==> src/rtl/assert_macros.svh <==
// Assertion macros for RTL files that carry concurrent checks; the top level includes them.
// Depends on a clock named i_clk and an active-low reset named i_rst_n in scope.
`ifndef ASSERT_MACROS_SVH
`define ASSERT_MACROS_SVH

// Check that an expression holds at every clock edge out of reset.
`define FRP_ASSERT_ALWAYS(lbl, expr, msg) \
    lbl: assert property (@(posedge i_clk) disable iff (!i_rst_n) (expr)) \
        else $error(msg);

// Check that the consequent holds in the cycle after the antecedent.
`define FRP_ASSERT_NEXT(lbl, ante, cons, msg) \
    lbl: assert property (@(posedge i_clk) disable iff (!i_rst_n) (ante) |=> (cons)) \
        else $error(msg);

`endif

==> src/rtl/frp_pkg.sv <==
// Package for the framed relay: sizes, character codes, shared types and the hex helper.
// No dependencies; the port capture and the top level import it.
`timescale 1ns / 1ps

package frp_pkg;

    localparam int BODY_DEPTH  = 21;
    localparam int SEND_COPIES = 3;
    localparam int NUM_PORTS   = 6;
    localparam int FRAME_LEN   = 36;
    localparam int LAST_POS    = FRAME_LEN - 1;
    localparam int CHK_HI_POS  = 18;
    localparam int CHK_LO_POS  = 19;
    // Sweep far enough to cover the checksum span and both check digits.
    localparam int CHK_READS   = (BODY_DEPTH - 2 > CHK_LO_POS + 1) ? BODY_DEPTH - 2
                                                                   : CHK_LO_POS + 1;
    localparam int AW          = $clog2(BODY_DEPTH);
    localparam int LEN_W       = $clog2(BODY_DEPTH + 1);
    localparam int POS_W       = $clog2(FRAME_LEN);
    localparam int COPY_W      = (SEND_COPIES > 1) ? $clog2(SEND_COPIES) : 1;
    localparam int MID_W       = 4;

    localparam logic [7:0] CH_HEAD = 8'h40;
    localparam logic [7:0] CH_TAIL = 8'h23;
    localparam logic [7:0] CH_ZERO = 8'h30;
    localparam logic [7:0] CH_NL   = 8'h0A;

    localparam logic [1:0] OP_SAMPLE = 2'd0;
    localparam logic [1:0] OP_SERIAL = 2'd1;
    localparam logic [1:0] OP_LATCH  = 2'd2;

    localparam logic [MID_W-1:0] MID_RESET = 4'd1;

    typedef logic [NUM_PORTS-1:0][7:0] t_snap;

    typedef struct packed {
        logic sample;
        logic latch;
    } t_pc_ctl;

    function automatic logic [7:0] hex_digit(input logic [3:0] nib);
        logic [7:0] r;
        if (nib < 4'd10) begin
            r = CH_ZERO + {4'd0, nib};
        end else begin
            r = 8'h41 + {4'd0, nib - 4'd10};
        end
        return r;
    endfunction

endpackage

==> src/rtl/frp_in_if.sv <==
// Input request channel of the framed relay: valid/ready plus one event's fields.
// Depends on nothing.
`timescale 1ns / 1ps

interface frp_in_if;
    logic       valid;
    logic       ready;
    logic [1:0] op;
    logic [7:0] rx_byte;
    logic [7:0] port_a;
    logic [7:0] port_c;
    logic [7:0] port_l;
    logic [7:0] port_b;
    logic [7:0] port_f;
    logic [7:0] port_k;

    modport source (output valid, op, rx_byte, port_a, port_c, port_l, port_b, port_f,
                    port_k, input ready);
    modport sink   (input valid, op, rx_byte, port_a, port_c, port_l, port_b, port_f,
                    port_k, output ready);
endinterface

==> src/rtl/frp_out_if.sv <==
// Output request channel of the framed relay: valid/ready plus one pair of frame bytes.
// Depends on nothing.
`timescale 1ns / 1ps

interface frp_out_if;
    logic       valid;
    logic       ready;
    logic [7:0] first_byte;
    logic [7:0] second_byte;
    logic       last_pair;

    modport source (output valid, first_byte, second_byte, last_pair, input ready);
    modport sink   (input valid, first_byte, second_byte, last_pair, output ready);
endinterface

==> src/rtl/frp_port_capture.sv <==
// Port capture: OR-accumulates six port samples and latches them into snapshots.
// Depends on frp_pkg.
`timescale 1ns / 1ps

module frp_port_capture (
    input  logic             i_clk,
    input  logic             i_rst_n,
    input  frp_pkg::t_pc_ctl i_ctl,
    input  frp_pkg::t_snap   i_ports,
    output frp_pkg::t_snap   o_snap
);
    import frp_pkg::*;

    t_snap r_acc;
    t_snap r_snap;

    always_ff @(posedge i_clk) begin
        if (!i_rst_n) begin
            r_acc  <= '0;
            r_snap <= '0;
        end else if (i_ctl.latch) begin
            r_snap <= r_acc;
            r_acc  <= '0;
        end else if (i_ctl.sample) begin
            r_acc <= r_acc | i_ports;
        end
    end

    assign o_snap = r_snap;

endmodule

==> src/rtl/framed_relay_with_port_capture_unit.sv <==
// Top level of the framed relay with port capture: deframer, body memory, frame sequencer.
// Depends on frp_pkg, frp_in_if, frp_out_if, frp_port_capture and assert_macros.svh.
`timescale 1ns / 1ps

// Usage:
//   i_in carries one event per request: op 0 ORs the six port levels into the
//   accumulators, op 1 delivers a serial byte, op 2 latches the accumulators into
//   the snapshots and clears them. Op 3 is ignored.
//   o_out carries the relayed frame, two bytes per request; last_pair marks the
//   final pair of the final copy. i_cfg_we/i_cfg_wdata write the machine id.
//   Port events and ordinary serial bytes are accepted back to back while idle.
//   A tail byte starts a check pass (one body memory read per cycle, the read
//   data registered before use) followed by a decide state. A good frame
//   then streams 3 copies of 18 pairs; each frame byte needs a memory read and
//   a capture, and the capture of a pair's second byte waits until the output
//   register is free. Input is held off while checking and sending.
//   The output register decouples the receiver: a pending pair stalls only the
//   sequencer, and the next tail may start checking before it is taken.
//   Reset (synchronous, active low) closes any frame, empties the body, clears
//   accumulators and snapshots, drops the output, and sets machine id to 1.
//   No clearing pass is needed: body entries at or beyond the fill count read
//   as zero.

module framed_relay_with_port_capture_unit (
    input  logic                      i_clk,
    input  logic                      i_rst_n,
    frp_in_if.sink                    i_in,
    frp_out_if.source                 o_out,
    input  logic                      i_cfg_we,
    input  logic [frp_pkg::MID_W-1:0] i_cfg_wdata
);
    import frp_pkg::*;

    `include "assert_macros.svh"

    localparam logic [2:0] S_IDLE     = 3'd0;
    localparam logic [2:0] S_CHK      = 3'd1;
    localparam logic [2:0] S_DECIDE   = 3'd2;
    localparam logic [2:0] S_EMIT_RD  = 3'd3;
    localparam logic [2:0] S_EMIT_CAP = 3'd4;

    // Body memory: written only from idle, read data used only while checking and
    // sending, so a write never meets a read whose data is used.
    logic [7:0] r_body [BODY_DEPTH];

    logic [2:0]        r_state, n_state;
    logic              r_in_frame, n_in_frame;
    logic [LEN_W-1:0]  r_len, n_len;
    logic [AW-1:0]     r_cnt, n_cnt;
    logic [AW-1:0]     r_rd_idx;
    logic [7:0]        r_rd_data;
    logic              r_chk_dv;
    logic [7:0]        r_xin, n_xin;
    logic [7:0]        r_xf, n_xf;
    logic [7:0]        r_b18, n_b18;
    logic [7:0]        r_b19, n_b19;
    logic [POS_W-1:0]  r_pos, n_pos;
    logic [COPY_W-1:0] r_copy, n_copy;
    logic [7:0]        r_first, n_first;
    logic              r_ov, n_ov;
    logic [7:0]        r_o_first, n_o_first;
    logic [7:0]        r_o_second, n_o_second;
    logic              r_o_last, n_o_last;
    logic [MID_W-1:0]  r_mid;

    logic           in_acc;
    logic           serial;
    logic           mem_we;
    logic [AW-1:0]  rd_addr;
    logic [7:0]     rd_val;
    logic           in_sum;
    logic [7:0]     digit;
    logic [7:0]     snap_x;
    logic [7:0]     cur_byte;
    logic           out_free;
    logic           last_byte;
    logic           last_copy;
    logic           send_end;
    logic           send_idle;
    t_snap          snap;
    t_snap          ports;
    t_pc_ctl        pc_ctl;

    // Body index that feeds a frame position; positions not fed from the body
    // map to entry zero and ignore the data.
    function automatic logic [AW-1:0] body_idx(input logic [POS_W-1:0] pos);
        logic [AW-1:0] r;
        r = '0;
        if (pos >= POS_W'(2) && pos <= POS_W'(13)) begin
            r = AW'(pos - POS_W'(1));
        end else if (pos == POS_W'(15)) begin
            r = AW'(13);
        end else if (pos >= POS_W'(28) && pos <= POS_W'(31)) begin
            r = AW'(pos - POS_W'(14));
        end
        return r;
    endfunction

    function automatic logic [7:0] frame_byte(
        input logic [POS_W-1:0] pos,
        input logic [7:0]       v,
        input logic [7:0]       dig,
        input t_snap            s,
        input logic [7:0]       xf
    );
        logic [7:0] r;
        case (pos)
            POS_W'(0):  r = CH_HEAD;
            POS_W'(1):  r = dig;
            POS_W'(14): r = hex_digit(s[0][3:0]);
            POS_W'(16): r = hex_digit(s[1][3:0]);
            POS_W'(17): r = hex_digit(s[0][7:4]);
            POS_W'(18): r = hex_digit(s[2][3:0]);
            POS_W'(19): r = hex_digit(s[1][7:4]);
            POS_W'(20): r = hex_digit(s[3][3:0]);
            POS_W'(21): r = hex_digit(s[2][7:4]);
            POS_W'(22): r = hex_digit(s[4][3:0]);
            POS_W'(23): r = hex_digit(s[3][7:4]);
            POS_W'(24): r = hex_digit(s[5][3:0]);
            POS_W'(25): r = hex_digit(s[4][7:4]);
            POS_W'(26): r = CH_ZERO;
            POS_W'(27): r = hex_digit(s[5][7:4]);
            POS_W'(32): r = hex_digit(xf[7:4]);
            POS_W'(33): r = hex_digit(xf[3:0]);
            POS_W'(34): r = CH_TAIL;
            POS_W'(35): r = CH_NL;
            default:    r = v;
        endcase
        return r;
    endfunction

    // Port capture lives in its own block; strobes come from accepted requests.
    assign ports = {i_in.port_k, i_in.port_f, i_in.port_b,
                    i_in.port_l, i_in.port_c, i_in.port_a};
    assign pc_ctl.sample = in_acc && (i_in.op == OP_SAMPLE);
    assign pc_ctl.latch  = in_acc && (i_in.op == OP_LATCH);

    frp_port_capture u_cap (
        .i_clk   (i_clk),
        .i_rst_n (i_rst_n),
        .i_ctl   (pc_ctl),
        .i_ports (ports),
        .o_snap  (snap)
    );

    assign i_in.ready = (r_state == S_IDLE);
    assign in_acc     = i_in.valid && i_in.ready;
    assign serial     = in_acc && (i_in.op == OP_SERIAL);
    assign mem_we     = serial && r_in_frame && (i_in.rx_byte != CH_TAIL)
                        && (r_len < LEN_W'(BODY_DEPTH));

    // Read address: sweep counter while checking, frame position while sending.
    assign rd_addr = (r_state == S_CHK) ? r_cnt : body_idx(r_pos);

    always_ff @(posedge i_clk) begin
        if (mem_we) begin
            r_body[r_len[AW-1:0]] <= i_in.rx_byte;
        end
        r_rd_data <= r_body[rd_addr];
        r_rd_idx  <= rd_addr;
    end

    // Entries at or beyond the fill count read as zero.
    assign rd_val = (LEN_W'(r_rd_idx) < r_len) ? r_rd_data : 8'h00;
    assign in_sum = ((LEN_W + 1)'(r_rd_idx) + (LEN_W + 1)'(2)) < {1'b0, r_len};

    assign digit = CH_ZERO + {4'd0, (r_mid >= 4'd10) ? (r_mid - 4'd10) : r_mid};

    always_comb begin
        snap_x = CH_HEAD ^ digit ^ CH_ZERO;
        for (int i = 0; i < NUM_PORTS; i++) begin
            snap_x = snap_x ^ hex_digit(snap[i][3:0]) ^ hex_digit(snap[i][7:4]);
        end
    end

    assign cur_byte  = frame_byte(r_pos, rd_val, digit, snap, r_xf);
    assign out_free  = !r_ov || o_out.ready;
    assign last_byte = (r_pos == POS_W'(LAST_POS));
    assign last_copy = (r_copy == COPY_W'(SEND_COPIES - 1));

    always_comb begin
        n_state    = r_state;
        n_in_frame = r_in_frame;
        n_len      = r_len;
        n_cnt      = r_cnt;
        n_xin      = r_xin;
        n_xf       = r_xf;
        n_b18      = r_b18;
        n_b19      = r_b19;
        n_pos      = r_pos;
        n_copy     = r_copy;
        n_first    = r_first;
        n_o_first  = r_o_first;
        n_o_second = r_o_second;
        n_o_last   = r_o_last;
        n_ov       = r_ov && !o_out.ready;

        case (r_state)
            S_IDLE: begin
                if (serial) begin
                    if (!r_in_frame) begin
                        // Open a frame on a header; drop anything else.
                        if (i_in.rx_byte == CH_HEAD) begin
                            n_in_frame = 1'b1;
                            n_len      = '0;
                        end
                    end else if (i_in.rx_byte == CH_TAIL) begin
                        // Close the frame and sweep the body.
                        n_in_frame = 1'b0;
                        n_cnt      = '0;
                        n_xin      = CH_HEAD;
                        n_xf       = 8'h00;
                        n_state    = S_CHK;
                    end else if (r_len >= LEN_W'(BODY_DEPTH)) begin
                        // Overlong body: abort and drop the byte.
                        n_in_frame = 1'b0;
                        n_len      = '0;
                    end else begin
                        n_len = r_len + LEN_W'(1);
                    end
                end
            end
            S_CHK: begin
                if (r_chk_dv) begin
                    if (in_sum) begin
                        n_xin = r_xin ^ rd_val;
                    end
                    if (r_rd_idx >= AW'(1) && r_rd_idx <= AW'(17)) begin
                        n_xf = r_xf ^ rd_val;
                    end
                    if (r_rd_idx == AW'(CHK_HI_POS)) begin
                        n_b18 = rd_val;
                    end
                    if (r_rd_idx == AW'(CHK_LO_POS)) begin
                        n_b19 = rd_val;
                    end
                end
                if (r_cnt == AW'(CHK_READS)) begin
                    n_state = S_DECIDE;
                end else begin
                    n_cnt = r_cnt + AW'(1);
                end
            end
            S_DECIDE: begin
                if (hex_digit(r_xin[7:4]) == r_b18 && hex_digit(r_xin[3:0]) == r_b19) begin
                    n_xf    = r_xf ^ snap_x;
                    n_pos   = '0;
                    n_copy  = '0;
                    n_state = S_EMIT_RD;
                end else begin
                    n_len   = '0;
                    n_state = S_IDLE;
                end
            end
            S_EMIT_RD: begin
                n_state = S_EMIT_CAP;
            end
            S_EMIT_CAP: begin
                if (!r_pos[0]) begin
                    n_first = cur_byte;
                    n_pos   = r_pos + POS_W'(1);
                    n_state = S_EMIT_RD;
                end else if (out_free) begin
                    // Hand the pair to the output register and advance.
                    n_ov       = 1'b1;
                    n_o_first  = r_first;
                    n_o_second = cur_byte;
                    n_o_last   = last_copy && last_byte;
                    if (last_byte) begin
                        n_pos = '0;
                        if (last_copy) begin
                            n_len   = '0;
                            n_state = S_IDLE;
                        end else begin
                            n_copy  = r_copy + COPY_W'(1);
                            n_state = S_EMIT_RD;
                        end
                    end else begin
                        n_pos   = r_pos + POS_W'(1);
                        n_state = S_EMIT_RD;
                    end
                end
            end
            default: begin
                n_state = S_IDLE;
            end
        endcase
    end

    always_ff @(posedge i_clk) begin
        if (!i_rst_n) begin
            r_state    <= S_IDLE;
            r_in_frame <= 1'b0;
            r_len      <= '0;
            r_cnt      <= '0;
            r_chk_dv   <= 1'b0;
            r_pos      <= '0;
            r_copy     <= '0;
            r_ov       <= 1'b0;
            r_mid      <= MID_RESET;
        end else begin
            r_state    <= n_state;
            r_in_frame <= n_in_frame;
            r_len      <= n_len;
            r_cnt      <= n_cnt;
            r_chk_dv   <= (r_state == S_CHK) && (r_cnt < AW'(CHK_READS));
            r_pos      <= n_pos;
            r_copy     <= n_copy;
            r_ov       <= n_ov;
            if (i_cfg_we) begin
                r_mid <= i_cfg_wdata;
            end
        end
    end

    // Payload registers: no reset.
    always_ff @(posedge i_clk) begin
        r_xin      <= n_xin;
        r_xf       <= n_xf;
        r_b18      <= n_b18;
        r_b19      <= n_b19;
        r_first    <= n_first;
        r_o_first  <= n_o_first;
        r_o_second <= n_o_second;
        r_o_last   <= n_o_last;
    end

    assign o_out.valid       = r_ov;
    assign o_out.first_byte  = r_o_first;
    assign o_out.second_byte = r_o_second;
    assign o_out.last_pair   = r_o_last;

    // Final pair handed over, and the state that must follow it.
    assign send_end  = (r_state == S_EMIT_CAP) && r_pos[0] && out_free && last_byte
                       && last_copy;
    assign send_idle = (r_state == S_IDLE) && (r_len == '0) && r_ov && r_o_last;

    // Fill count never passes the body depth.
    `FRP_ASSERT_ALWAYS(a_len_bound, r_len <= LEN_W'(BODY_DEPTH), "body fill count overflow")
    // A frame is never open while the sequencer owns the body memory.
    `FRP_ASSERT_ALWAYS(a_frame_closed, (r_state == S_IDLE) || !r_in_frame, "frame open in send")
    // Handing over the final pair returns the block to idle with an empty body.
    `FRP_ASSERT_NEXT(a_last_idle, send_end, send_idle, "final pair did not end the send")

endmodule
==> src/flat_wrapper.sv <==
// flat-port wrapper written by rule: the top's interface ports become plain ports
module framed_relay_with_port_capture_unit_flat import frp_pkg::*;
  (i_clk, i_rst_n, i_cfg_we, i_cfg_wdata, i_in_valid, i_in_op, i_in_rx_byte, i_in_port_a, i_in_port_c, i_in_port_l, i_in_port_b, i_in_port_f, i_in_port_k, i_in_ready, o_out_valid, o_out_first_byte, o_out_second_byte, o_out_last_pair, o_out_ready);
  frp_in_if i_in_i ();
  frp_out_if o_out_i ();
  input  logic i_clk;
  input  logic i_rst_n;
  input  logic i_cfg_we;
  input  logic [frp_pkg::MID_W-1:0] i_cfg_wdata;
  input wire logic [$bits(i_in_i.valid)-1:0] i_in_valid;
  input wire logic [$bits(i_in_i.op)-1:0] i_in_op;
  input wire logic [$bits(i_in_i.rx_byte)-1:0] i_in_rx_byte;
  input wire logic [$bits(i_in_i.port_a)-1:0] i_in_port_a;
  input wire logic [$bits(i_in_i.port_c)-1:0] i_in_port_c;
  input wire logic [$bits(i_in_i.port_l)-1:0] i_in_port_l;
  input wire logic [$bits(i_in_i.port_b)-1:0] i_in_port_b;
  input wire logic [$bits(i_in_i.port_f)-1:0] i_in_port_f;
  input wire logic [$bits(i_in_i.port_k)-1:0] i_in_port_k;
  output wire logic [$bits(i_in_i.ready)-1:0] i_in_ready;
  output wire logic [$bits(o_out_i.valid)-1:0] o_out_valid;
  output wire logic [$bits(o_out_i.first_byte)-1:0] o_out_first_byte;
  output wire logic [$bits(o_out_i.second_byte)-1:0] o_out_second_byte;
  output wire logic [$bits(o_out_i.last_pair)-1:0] o_out_last_pair;
  input wire logic [$bits(o_out_i.ready)-1:0] o_out_ready;
  assign i_in_i.valid = i_in_valid;
  assign i_in_i.op = i_in_op;
  assign i_in_i.rx_byte = i_in_rx_byte;
  assign i_in_i.port_a = i_in_port_a;
  assign i_in_i.port_c = i_in_port_c;
  assign i_in_i.port_l = i_in_port_l;
  assign i_in_i.port_b = i_in_port_b;
  assign i_in_i.port_f = i_in_port_f;
  assign i_in_i.port_k = i_in_port_k;
  assign i_in_ready = i_in_i.ready;
  assign o_out_valid = o_out_i.valid;
  assign o_out_first_byte = o_out_i.first_byte;
  assign o_out_second_byte = o_out_i.second_byte;
  assign o_out_last_pair = o_out_i.last_pair;
  assign o_out_i.ready = o_out_ready;
  framed_relay_with_port_capture_unit u_core (.i_clk(i_clk), .i_rst_n(i_rst_n), .i_in(i_in_i), .o_out(o_out_i), .i_cfg_we(i_cfg_we), .i_cfg_wdata(i_cfg_wdata));
endmodule
==> config.mk <==
export PLATFORM = sky130hd
export DESIGN_NAME = framed_relay_with_port_capture_unit_flat
export DESIGN_NICKNAME = d
export VERILOG_FILES = /design/src/rtl/frp_pkg.sv /design/src/rtl/frp_in_if.sv /design/src/rtl/frp_out_if.sv /design/src/rtl/frp_port_capture.sv /design/src/rtl/framed_relay_with_port_capture_unit.sv /design/src/flat_wrapper.sv
export VERILOG_INCLUDE_DIRS = /design/src /design/src/rtl
export SDC_FILE = /design/constraint.sdc
export NUM_CORES = 1
export LEC_CHECK = 0
export ABC_CLOCK_PERIOD_IN_PS = 9860
export BUFFER_PORTS_ARGS = -buffer_cell sky130_fd_sc_hd__buf_2
export CAP_MARGIN = 0
export CORE_UTILIZATION = 52
export DETAILED_ROUTE_END_ITERATION = 8
export GPL_ROUTABILITY_DRIVEN = 0
export PLACE_DENSITY = 0.69
export SYNTH_ARGS = -nofsm -noshare
export SYNTH_HDL_FRONTEND = slang
export SYNTH_SLANG_ARGS = --single-unit
==> constraint.sdc <==
create_clock -name i_clk -period 9.86 [get_ports i_clk]
set_input_delay 0.986 -clock i_clk [delete_from_list [all_inputs] [get_ports i_clk]]
set_output_delay 0.986 -clock i_clk [all_outputs]
set_load 0.02 [all_outputs]
==> impl_metrics.env <==
export IMPL_cellLeakagePower_nw=7.43
export IMPL_routed_wl_um=48300
export IMPL_cts_root_buf="clkbuf_16"
export IMPL_crit_path_start_kind="register"
export IMPL_start_util_pct=53.5
export IMPL_end_kind="register"
export IMPL_grt_first_pass_wirelength_um=75600
export IMPL_r2r_end="u_core.r_rd_data[3]$_DFF_P_"
export IMPL_period_share_pct=45.0
export IMPL_portBuffers=85
export IMPL_drc=0
export IMPL_rsz0062_at_grt="false"
export IMPL_r2r_start="u_core.r_pos[0]$_SDFFE_PN0P_"
export IMPL_worstRegToRegCells=10
export IMPL_grt_pass1_vias=13900
export IMPL_cp_max_fo=69
export IMPL_period_needed_ns=4.44
export IMPL_clock_sinks=362
export IMPL_rows=68
export IMPL_layout_common_cells="225 x edfxtp_1, 154 x nand2_1, 139 x nor2_1"
export IMPL_layout_commonest_cell="edfxtp_1"
export IMPL_cts_tree="built"
export IMPL_ios=86
export IMPL_core_mm2=0.0349
export IMPL_numCtsBuffers=39
export IMPL_cts_setup_buffers=0
export IMPL_path_clk_slew_ns=0.06
export IMPL_synth_area_mm2=0.0187
export IMPL_die_area_mm2=0.0366
export IMPL_dp_hpwl_um=33800
export IMPL_antenna_cells=0
export IMPL_final_layout_size_suffix_gt1_share_pct=10.2
export IMPL_fin_util_pct=59.0
export IMPL_fmax_mhz=225
export IMPL_worstMarginPinSlew_ns=1.34
export IMPL_synth_nets=1938
export IMPL_ir_drop_mv=0.165
export IMPL_setup_viol=0
export IMPL_drtIter0Drc=1397
export IMPL_insertion_delay_ns=0.58
export IMPL_hold_start="u_core.r_first[3]$_DFFE_PP_"
export IMPL_grt_use_total_pct=26.8
export IMPL_ctsResizeCount=0
export IMPL_synth_edf_count=225
export IMPL_drv_cap=0
export IMPL_cts_htree_levels=2
export IMPL_worstPathCellList="ha_1 -> mux2i_1 -> or3_1 -> o211ai_4 -> buf_4 -> nand2_1 -> inv_1 -> o211ai_1 -> o211a_1 -> nor4_2"
export IMPL_ctsHoldBuffers=0
export IMPL_grt_start_max_net_pins=78
export IMPL_clock_path_buffers=3
export IMPL_synth_ff_type="edfxtp_1"
export IMPL_final_setup_skew_ns=0.0185
export IMPL_avgSynthCellArea_um2=10.4
export IMPL_ff2ff_setup_slack_ns=5.42
export IMPL_first_pass_iters=7
export IMPL_cp_slowest_cell="nand2_1"
export IMPL_worstSetupPathType="register to register"
export IMPL_finalSetupTns_ns=0
export IMPL_hold_path_end="u_core.o_out.first_byte[3]$_DFFE_PP_"
export IMPL_report_final_slew_viol_count=0
export IMPL_worst_ep_arrival_time_ns=4.93
export IMPL_die_w_um=191
export IMPL_holdPathStages=0
export IMPL_postSynth_asyncResetShare_pct=0
export IMPL_finalHoldViolCount=0
export IMPL_p_per_area_mw_per_mm2=163
export IMPL_vias_per_cell=6.17
export IMPL_antenna_found_initial=0
export IMPL_synthCells=1795
export IMPL_netlist_cell_type_count=84
export IMPL_fin_nets=1985
export IMPL_die_h_um=191
export IMPL_area_growth_pct=10.4
export IMPL_postRouteAntennaNets=0
export IMPL_yosysSeqAreaShare_pct=50.9
export IMPL_largest_reg_flops=168
export IMPL_slew_headroom_pct=10.1
export IMPL_synth_seq_cells=362
export IMPL_synth_warnings=0
export IMPL_overflow=0
export IMPL_outcome="completed"
export IMPL_vias=14300
export IMPL_max_stage_delay_ns=0.86
export IMPL_hold_path_class="register to register"
export IMPL_wl_per_cell_um=20.8
export IMPL_worstPathRequired_ns=10.35
[area by class of cell]
| cell class | count | area (um2) |
|---|---|---|
| Timing Repair Buffer | 104 | 568 |
| Sequential cell | 362 | 9500 |
| Inverter | 94 | 353 |
| Tap cell | 455 | 569 |
| Fill cell | 2937 | 14300 |
| Clock inverter | 23 | 176 |
| Multi-Input combinational cell | 1241 | 8410 |
| Clock buffer | 47 | 1010 |
[metal layers]
layer	track usage [%]	wire, um	vias up	part of all wire (%)
met5	0	22	-	0.046
met4	9.40	1510	2	3.1
met3	6.10	3980	120	8.2
met2	41.7	21600	586	45
met1	36.6	21200	6930	44
li1	-	-	6705	-
[critical path: cells and delay by family, from the launching register on]
kind / cells / cell delay [ns]
and+or+nand+nor: 3 / 1.40
AOI/OAI and AO/OA: 3 / 0.49
buffers and inverters: 2 / 1.04
adders and majority gates: 1 / 0.61
DFF: 1 / 0.65
muxes: 1 / 0.15
[synth_stat cells, types with 5 or more instances]
cell type / instances / area [um2]
a2111oi_0: 6 / 52.6
a211oi_1: 36 / 270
a21boi_0: 68 / 510
a21oi_1: 105 / 526
a221oi_1: 9 / 78.8
a311oi_1: 17 / 149
a31oi_1: 25 / 156
a32oi_1: 17 / 149
and2_1: 7 / 43.8
and3_1: 38 / 238
and3b_1: 15 / 131
buf_2: 23 / 115
clkbuf_1: 69 / 259
dfxtp_1: 137 / 2740
edfxtp_1: 225 / 6760
ha_1: 76 / 951
inv_1: 93 / 349
mux2i_1: 23 / 230
nand2_1: 155 / 582
nand2b_1: 7 / 43.8
nand3_1: 64 / 320
nand3b_1: 7 / 52.6
nand4_1: 9 / 56.3
nand4b_1: 5 / 43.8
nor2_1: 140 / 526
nor2b_1: 15 / 93.8
nor3_1: 12 / 60.1
nor4_1: 10 / 62.6
nor4_2: 6 / 75.1
o211a_1: 7 / 70.1
o211ai_1: 9 / 67.6
o21a_1: 8 / 60.1
o21ai_0: 74 / 370
o21ai_1: 14 / 70.1
o22ai_1: 33 / 206
o311a_1: 8 / 80.1
o31ai_1: 11 / 82.6
or3_1: 14 / 87.6
or4_1: 5 / 37.5
xnor2_1: 77 / 674
xnor3_1: 10 / 225
xor2_1: 32 / 280
[metrics by stage]
stage	cell area [um2]	total power, mW	setup slack [ns]	cells	hold WS (ns)
2_1_floorplan	18700	1.91	6.08	1795	0.400
3_3_place_gp	19400	2.01	5.72	2256	0.404
3_5_place_dp	19400	2.02	5.53	2256	0.405
4_1_cts	20600	3.39	5.48	2326	0.418
5_1_grt	20600	3.48	5.10	2326	0.432
6_report	20600	3.36	5.42	2326	0.417
[kinds of logic after synthesis]
kind of cell,share of synthesized area (%)
and+or+nand+nor,14.1
AOI/OAI and AO/OA,17.9
DFF,50.9
buffers and inverters,4.14
xor gates and xnor gates,6.33
adders and majority gates,5.10
muxes,1.48
[worst max path at each step]
stage	from	endpoint	slack [ns]
finish	u_core.r_pos[0]$_SDFFE_PN0P_	u_core.r_rd_data[3]$_DFF_P_	5.42
detailed placement	u_core.r_pos[0]$_SDFFE_PN0P_	u_core.r_rd_data[2]$_DFF_P_	5.53
floorplan	u_core.r_xin[1]$_SDFFCE_PN0P_	u_core.r_xf[0]$_SDFFCE_PN0P_	6.08
global placement	u_core.r_pos[0]$_SDFFE_PN0P_	u_core.r_rd_data[1]$_DFF_P_	5.72
global route	u_core.r_pos[0]$_SDFFE_PN0P_	u_core.r_rd_data[1]$_DFF_P_	5.10
CTS	u_core.r_pos[0]$_SDFFE_PN0P_	u_core.r_rd_data[3]$_DFF_P_	5.48
[report_power, final]
part | switching, mW | internal (mW) | total [mW] | leakage (nW)
registers | 0.0267 | 1.63 | 1.66 | 3.14
clock network | 0.609 | 0.764 | 1.37 | 0.575
logic | 0.212 | 0.118 | 0.330 | 3.72
No activity file was read; power rests on OpenSTA's default activity.
